--- src/rtl/array_list_insert_delete_macros.svh ---
// Assertion macros shared by the array list RTL.
// Expects clk and arst_n in the scope of use; no other dependencies.
`ifndef ARRAY_LIST_INSERT_DELETE_MACROS_SVH
`define ARRAY_LIST_INSERT_DELETE_MACROS_SVH

// same-cycle implication
`define ALI_ASSERT_NOW(label, ante, cons, msg) \
	label: assert property (@(posedge clk) disable iff (!arst_n) (ante) |-> (cons)) \
		else $error(msg);

// next-cycle implication
`define ALI_ASSERT_NEXT(label, ante, cons, msg) \
	label: assert property (@(posedge clk) disable iff (!arst_n) (ante) |=> (cons)) \
		else $error(msg);

`endif

--- src/rtl/ali_pkg.sv ---
`timescale 1ns / 1ps
// Types and codes for the array list insert/delete block.
// No dependencies; imported by every module of the block.
package ali_pkg;

	localparam int DATA_W  = 32;
	localparam int POS_W   = 8;
	localparam int CMD_W   = 2;
	localparam int STAT_W  = 2;
	localparam int COUNT_W = 7;

	typedef logic [DATA_W-1:0] data_t;
	typedef logic [POS_W-1:0]  pos_t;
	typedef logic [CMD_W-1:0]  cmd_t;
	typedef logic [STAT_W-1:0] stat_t;

	localparam cmd_t CMD_INSERT = 2'd0;
	localparam cmd_t CMD_DELETE = 2'd1;
	localparam cmd_t CMD_READ   = 2'd2;

	localparam stat_t ST_OK    = 2'd0;
	localparam stat_t ST_FULL  = 2'd1;
	localparam stat_t ST_EMPTY = 2'd2;
	localparam stat_t ST_RANGE = 2'd3;

	// broadcast to every cell, already qualified by the input transfer
	typedef struct packed {
		logic ins;
		logic del;
		logic rd;
		logic acc;
		pos_t pos;
	} cell_ctl_t;

endpackage

--- src/rtl/ali_cell.sv ---
`timescale 1ns / 1ps
// One list cell: holds an entry, shifts to/from its neighbours, captures reads.
// Depends on ali_pkg.
module ali_cell import ali_pkg::*; #(
	parameter int IDX = 0
) (
	input  logic      clk,
	input  cell_ctl_t ctl,
	input  data_t     value,
	input  data_t     left,
	input  data_t     right,
	output data_t     data,
	output data_t     rd_s1
);

	localparam pos_t MY_IDX = pos_t'(IDX);

	data_t data_q;

	always_ff @(posedge clk) begin
		if (ctl.ins && (MY_IDX > ctl.pos)) begin
			data_q <= left;
		end else if (ctl.ins && (MY_IDX == ctl.pos)) begin
			data_q <= value;
		end else if (ctl.del && (MY_IDX >= ctl.pos)) begin
			data_q <= right;
		end
	end

	// gated so the read tree can simply OR every lane
	always_ff @(posedge clk) begin
		if (ctl.acc) begin
			rd_s1 <= (ctl.rd && (MY_IDX == ctl.pos)) ? data_q : '0;
		end
	end

	assign data = data_q;

endmodule

--- config.mk ---
export PLATFORM = sky130hd
export DESIGN_NAME = ali_cell
export DESIGN_NICKNAME = d
export VERILOG_FILES = /design/src/rtl/array_list_insert_delete_macros.svh /design/src/rtl/ali_pkg.sv /design/src/rtl/ali_cell.sv
export SDC_FILE = /design/constraint.sdc
export NUM_CORES = 1
export LEC_CHECK = 0
export BUFFER_PORTS_ARGS = -buffer_cell sky130_fd_sc_hd__clkbuf_2
export CAP_MARGIN = 20
export CORE_ASPECT_RATIO = 0.7
export CORE_MARGIN = 5
export CORE_UTILIZATION = 42
export DETAILED_ROUTE_END_ITERATION = 16
export PLACE_DENSITY = 0.85
export RECOVER_POWER = 50
export SLEW_MARGIN = 20
export SYNTH_ARGS = -nofsm -noshare
export SYNTH_HDL_FRONTEND = slang
export SYNTH_SLANG_ARGS = --single-unit
--- constraint.sdc ---
create_clock -name clk -period 2.5 [get_ports clk]
set_input_delay 0.375 -clock clk [delete_from_list [all_inputs] [get_ports clk]]
set_output_delay 0.375 -clock clk [all_outputs]
set_load 0.05 [all_outputs]
After elaboration in Yosys (flattened, before gate mapping)
Cells that the tools add are included.
{ "word_totals": {"in_bits": 109, "register_bits": 64, "out_inout_bits": 64, "wordCells": 13} }
{ "op_classes": {"reduce_logical": 6, "n_mux": 3, "n_lt_le_gt_ge": 2} }
{ "op_table": {"columns": ["op", "n"], "rows": [
  ["32-bit 2-to-1 mux", 3],
  ["1-bit by 8-bit >= comparator with 1-bit output, first input constant", 1],
  ["1-bit by 8-bit greater-than comparator with 1-bit output, first input constant", 1],
  ["8-bit logical NOT", 1],
  ["1-bit logical AND", 4],
  ["3-bit nonzero test", 1]
]} }

Depth between registers and ports, before layout
Gate-level depths: netlist of run 1.
{ "logic_depth": {"word_depth": 5, "mapped_depth": 4, "ltp_nobuf": 3} }

Worst setup path after synthesis of run 1
No wires, ideal clock.
{ "synth_timing": {"path_type": "input to register", "start": "in ctl[5] (netlist bit)", "end": "reg data_q[0], in the netlist data[0], enable pin", "arrival_ps": 1512, "slack_ps": 601, "t_required_ps": 2113, "setup_ps": 387, "stages": 2, "cell_sequence": "nor4_2 o211a_1"} }
{ "synth_via": {"elab_chain_cells": 3, "elab_cells_between_ends": 7, "classes_between": "order compare: 2; reduce/logical: 5"} }
{ "synth_rtl": {"columns": ["item", "line_no", "text"], "rows": [
  ["from (decl)", "ali_cell.sv:8", "input cell_ctl_t ctl,"],
  ["1-bit by 8-bit greater-than comparator with 1-bit output, or another cell as far along", "ali_cell.sv:21", "if (ctl.ins && (MY_IDX > ctl.pos)) begin"],
  ["1-bit logical AND (on tied branches)", "ali_cell.sv:21, ali_cell.sv:23, ali_cell.sv:25", null],
  ["3-bit nonzero test (no source line) (*)", null, null],
  ["to (signal assigned)", "ali_cell.sv:22", "data_q <= left;"],
  ["to (signal assigned)", "ali_cell.sv:24", "data_q <= value;"],
  ["to (signal assigned)", "ali_cell.sv:26", "data_q <= right;"],
  ["to (decl)", "ali_cell.sv:18", "data_t data_q;"]
]} }
Mark *: on every way between the ends. The rest lies on a longest branch, timed or not.
A chain may end at the register's enable or synchronous reset.

Worst setup path after layout of run 1
{ "layout_timing": {"start": "in ctl[8] (netlist bit)", "end": "reg rd_s1[21], enable pin"} }
{ "layout_rtl": {"columns": ["item", "line_no", "text"], "rows": [
  ["to (signal assigned)", "ali_cell.sv:33", "rd_s1 <= (ctl.rd && (MY_IDX == ctl.pos)) ? data_q : '0;"],
  ["to (decl)", "ali_cell.sv:13", "output data_t rd_s1"]
]} }
No word-level cell between the ends.

==> results_dict.tcl, run 1 <==
set metrics [dict create \
    cts_resized 0 \
    die_x_um 106 \
    multiInputGateArea_um2 726 \
    fin_crit_sh_pct 66.7 \
    yosysMostFrequentCell "edfxtp_1" \
    syn_area_per_cell_um2 19.4 \
    drv_cap 1 \
    start_kind "primary input" \
    ys_seq_elements 64 \
    antenna_cells 0 \
    cp_max_fo 32 \
    hold_viol_final 0 \
    setup_violations 0 \
    grt-ovfl-total 0 \
    fp-row-count 24 \
    core_um2 6220 \
    post_route_cells_drive_above_1_share_pct 43.3 \
    regArea_um2 1920 \
    clk_pin_slew_ns 0.07 \
    final_core_util_pct 57.3 \
    slew_violations 33 \
    ant_nets 0 \
    viasPerCell 4.44 \
    initial_core_util_pct 43.3 \
    dp.cells 354 \
    p_per_area_nw_per_um2 612 \
    status "finished with violations" \
    synthArstFlopShare_pct 0 \
    cts_buffer_depth 2 \
    die_h_um 77.0 \
    synth_nets 248 \
    crit_arrival_ns 1.58 \
    dpl_cell_area_um2 3470 \
    syn2layout_area_growth_pct 32.4 \
    critPathCaptureType "register" \
    synthTopCellsByCount "64 x edfxtp_1, 32 x and2_1, 30 x mux2_4" \
    cts_tree "yes" \
    timing.hold.ws_ns 0.351 \
    firstDrtPassIters 4 \
    rrSetupSlack_ns 1.69 \
    synthCells 139 \
    cts-buffers-inserted 9 \
    tightest_slew_ns 1.69 \
    globalplace.congestion 0.724 \
    min_path_type "in2reg" \
    synth.top_cell.area_share_pct 71.4 \
    max_stage_delay_ns 1.18 \
    finalNonFillerCells 369 \
    criticalPathCategory "in2reg" \
    ir_worst_vdd_v 0.000281 \
    track_usage_pct 13.2 \
    synth_ff_type "edfxtp_1" \
    antenna_found_initial 0 \
    cts_setup_buffers 0 \
    fill_cells 526 \
    first_global_vias 1727 \
    clk_latency_ns 0.32 \
    rsz0062_at_grt "false" \
    p_leak_nw 1.53 \
    drc 0 \
    cp_data_required_time_ns 2.42 \
    synth_top_cell_by_area "edfxtp_1" \
    ys_warn_count 0 \
    ioPinCount 173 \
    htree_levels 3 \
    yosysSeqAreaShare_pct 71.4 \
    crit_buf_inv 1 \
    synth.top_cells.by_area "edfxtp_1 71%, mux2_4 17%, and2_1 7.4%, buf_6 1.3%, nor4_2 0.93%" \
    max_freq_mhz 600 \
    cts.root.buffer_cell "clkbuf_8" \
    hold_buffers 0 \
    violations "max-capacitance violations, max-slew violations" \
    worst_path_max_delay_cell "clkbuf_1" \
    routed_wl_um 5340 \
    grt_max_degree 33 \
    finalClockSkew_ns 0.00576 \
    synth-edff-count 64 \
    crit_family "buffers and inverters" \
    path_cells "clkbuf_1" \
    drt_iter0_drc 46 \
    syn_area_um2 2690 \
    relSlewSlack_pct -12.4 \
    vias 1639 \
    wire_per_inst_um 14.5 \
    port_buffers 140 \
    min_period_ns 1.67 \
    finish.net_count 396 \
    post_synth_num_cell_types 10 \
    grt_pass1_wl_um 8290 \
    die_area_um2 8140 \
    fin_area_um2 3560 \
    cts_sinks 64 \
    fin_tns_setup_ns 0 \
]
[stage by stage]
| stage | setup WS, ns | total power, mW |
|---|---|---|
| after floorplan | 0.601 | 1.32 |
| after detailed placement | 0.663 | 1.41 |
| after global routing | 0.696 | 2.27 |
| final | 0.832 | 2.18 |
| after CTS | 1.02 | 2.22 |
| after global placement | 0.695 | 1.40 |
[power breakdown]
part	leakage, nW	internal (mW)	switching [mW]
Sequential	0.631	1.19	0.00404
Clock	0.0868	0.451	0.354
Combinational	0.817	0.0820	0.0965
Total	1.53	1.73	0.454
[layer usage]
layer  routed length (um)  GRT usage (%)
met4                   29           5.05
met1                 2170           14.9
met2                 2690           22.7
met5                    0              0
met3                  448           5.12
[flip-flops by register name (all words and copies together), names as in the netlist]
signal  flops
data       32
rd_s1      32
[path summary, 6_finish.rpt]
path / start / to / cells after the start
worst max-delay path: ctl[8] / rd_s1[21] / 1
worst min-delay path: right[24] / data[24] / 2
worst max register to register: data[1] / rd_s1[1] / 1
worst min register to register: data[11] / rd_s1[11] / 1
[area by class of cell]
| type | count | area share, % |
|---|---|---|
| flip-flops and latches | 64 | 53.9 |
| well taps | 78 | 2.74 |
| clock buffers | 11 | 3.69 |
| multi-input cells | 69 | 20.4 |
| repair buffers | 143 | 18.0 |
| clock inverters | 4 | 1.30 |
[placed cells by master, fill, tap and decap left out, drive strengths merged]
cell	instances
and3	1
clkbuf	151
buf	3
and2	32
bufinv	1
edfxtp	64
mux2	32
nor4	2
clkinv	2
clkinvlp	1
o211a	1
nand3	1
[cell families (layout without fill, tap and decap cells)]
kind of cell | count (synthesis) | after routing | synth area share [%]
flip-flops | 64 | 64 | 71.4
AO/OA/AOI/OAI | 1 | 1 | 0.372
AND/OR/NAND/NOR | 36 | 36 | 9.01
buffers and inverters | 6 | 158 | 1.67
multiplexers | 32 | 32 | 17.6
No activity file was read; power rests on OpenSTA's default activity.
==> run 2, diff against run 1 <==
CORE_UTILIZATION = 38   (was 42)
PLACE_DENSITY = 0.81   (was 0.85)
clock period = 1.4 ns   (was 2.5 ns; I/O delays follow)
==> run 2 against run 1 <==
Against the previous run:
- the flow now finishes without violations
- sequential power increased by 78%
- hold slack got worse by 0.17 ns
- utilization decreased by 1.9 points
- critical path type unchanged
- critical endpoint is now data[12]
- largest cell class unchanged
==> results_dict.tcl, run 2 (same netlist as run 1, synthesis figures left out) <==
set metrics [dict create \
    drc 0 \
    drt_iter0_drc 118 \
    globalplace.congestion 0.757 \
    die_x_um 111 \
    final_common_cell "clkbuf_2" \
    grt_max_degree 33 \
    track_usage_pct 13.8 \
    viasPerCell 4.32 \
    fin_tns_setup_ns 0 \
    criticalPathCategory "in2reg" \
    finish.net_count 402 \
    initial_core_util_pct 39.5 \
    post_route_cells_drive_above_1_share_pct 66.0 \
    grt-ovfl-total 0 \
    cts_resized 0 \
    p_leak_nw 1.78 \
    fin_crit_sh_pct 91.2 \
    p_per_area_nw_per_um2 1030 \
    dp_hpwl_um 4730 \
    relSlewSlack_pct 47.2 \
    cts_setup_buffers 0 \
    wire_per_inst_um 15.1 \
    cts.root.buffer_cell "clkbuf_8" \
    slew_violations 0 \
    worst_slack_ns 0.124 \
    port_buffers 140 \
    clk_pin_slew_ns 0.07 \
    tightest_slew_ns 0.792 \
    cp_data_required_time_ns 1.41 \
    cts_sinks 64 \
    cts_tree "yes" \
    crit_arrival_ns 1.29 \
    die_area_um2 8900 \
    ioPinCount 173 \
    routed_wl_um 5910 \
    first_global_vias 1794 \
    min_path_type "in2reg" \
    fp-row-count 25 \
    syn2layout_area_growth_pct 40.3 \
    hold_path_depth 2 \
    cp_max_fo 17 \
    total_power_mw 3.91 \
    start_kind "primary input" \
    firstDrtPassIters 4 \
    htree_levels 3 \
    hold_buffers 0 \
    ir_worst_vdd_v 0.000394 \
    max_freq_mhz 784 \
    rsz0062_at_grt "false" \
    dp_slack_ns -0.248 \
    critPathCaptureType "register" \
    status "complete, no violations" \
    grt_pass1_wl_um 9260 \
    die_h_um 80.4 \
    reg2reg_depth 1 \
    cts_buffer_depth 2 \
    ant_nets 0 \
    dpl_cell_area_um2 3650 \
    min_period_ns 1.28 \
    fin_area_um2 3780 \
    antenna_found_initial 0 \
    antenna_cells 0 \
    setup_violations 0 \
    core_um2 6820 \
    final_core_util_pct 55.4 \
    hold_viol_final 0 \
    finalClockSkew_ns 0.00447 \
    drv_cap 0 \
    final_cell_mix "140 x clkbuf_2, 64 x edfxtp_1, 30 x mux2_4" \
    clk_latency_ns 0.32 \
    cts-buffers-inserted 9 \
    vias 1688 \
]
-- run 2: routing by layer --
metal	GRT usage [%]	vias to the layer above	wire length (um)
met5	0	-	0
met4	5.41	0	46
met3	4.82	4	428
met2	23.1	77	2960
met1	16.4	781	2470
li1	-	826	-
-- run 2: worst paths after layout --
check	startpoint	endpoint	slack [ns]
setup / recovery	ctl[1]	data[12]	0.12
hold / removal	right[7]	data[7]	0.18
setup reg to reg	data[12]	rd_s1[12]	0.57
hold reg to reg	data[21]	rd_s1[21]	0.55
-- run 2: final cells by class --
type                            instances  area, um2
Multi-Input combinational cell         69        749
Sequential cell                        64       1920
Tap cell                               94        118
Timing Repair Buffer                  149        815
Clock buffer                            9        124
Clock inverter                          6       51.3
Fill cell                             588       3040
-- run 2: stage by stage --
stage,cells,hold slack [ns]
after floorplan,139,0.322
after global placement,376,0.513
after detailed placement,376,0.514
after CTS,391,0.162
after global routing,391,0.157
final,391,0.182
-- run 2: where the power goes --
group | internal [mW] | switching, mW
registers | 2.13 | 0.00798
clock network | 0.787 | 0.644
logic | 0.158 | 0.181
total | 3.08 | 0.833
-- run 2: worst max-delay path, stage by stage --
cell      delay (ns)
clkbuf_1        0.10
nor4_4          0.33
clkbuf_4        0.21
o211a_4         0.15
clkbuf_4        0.28
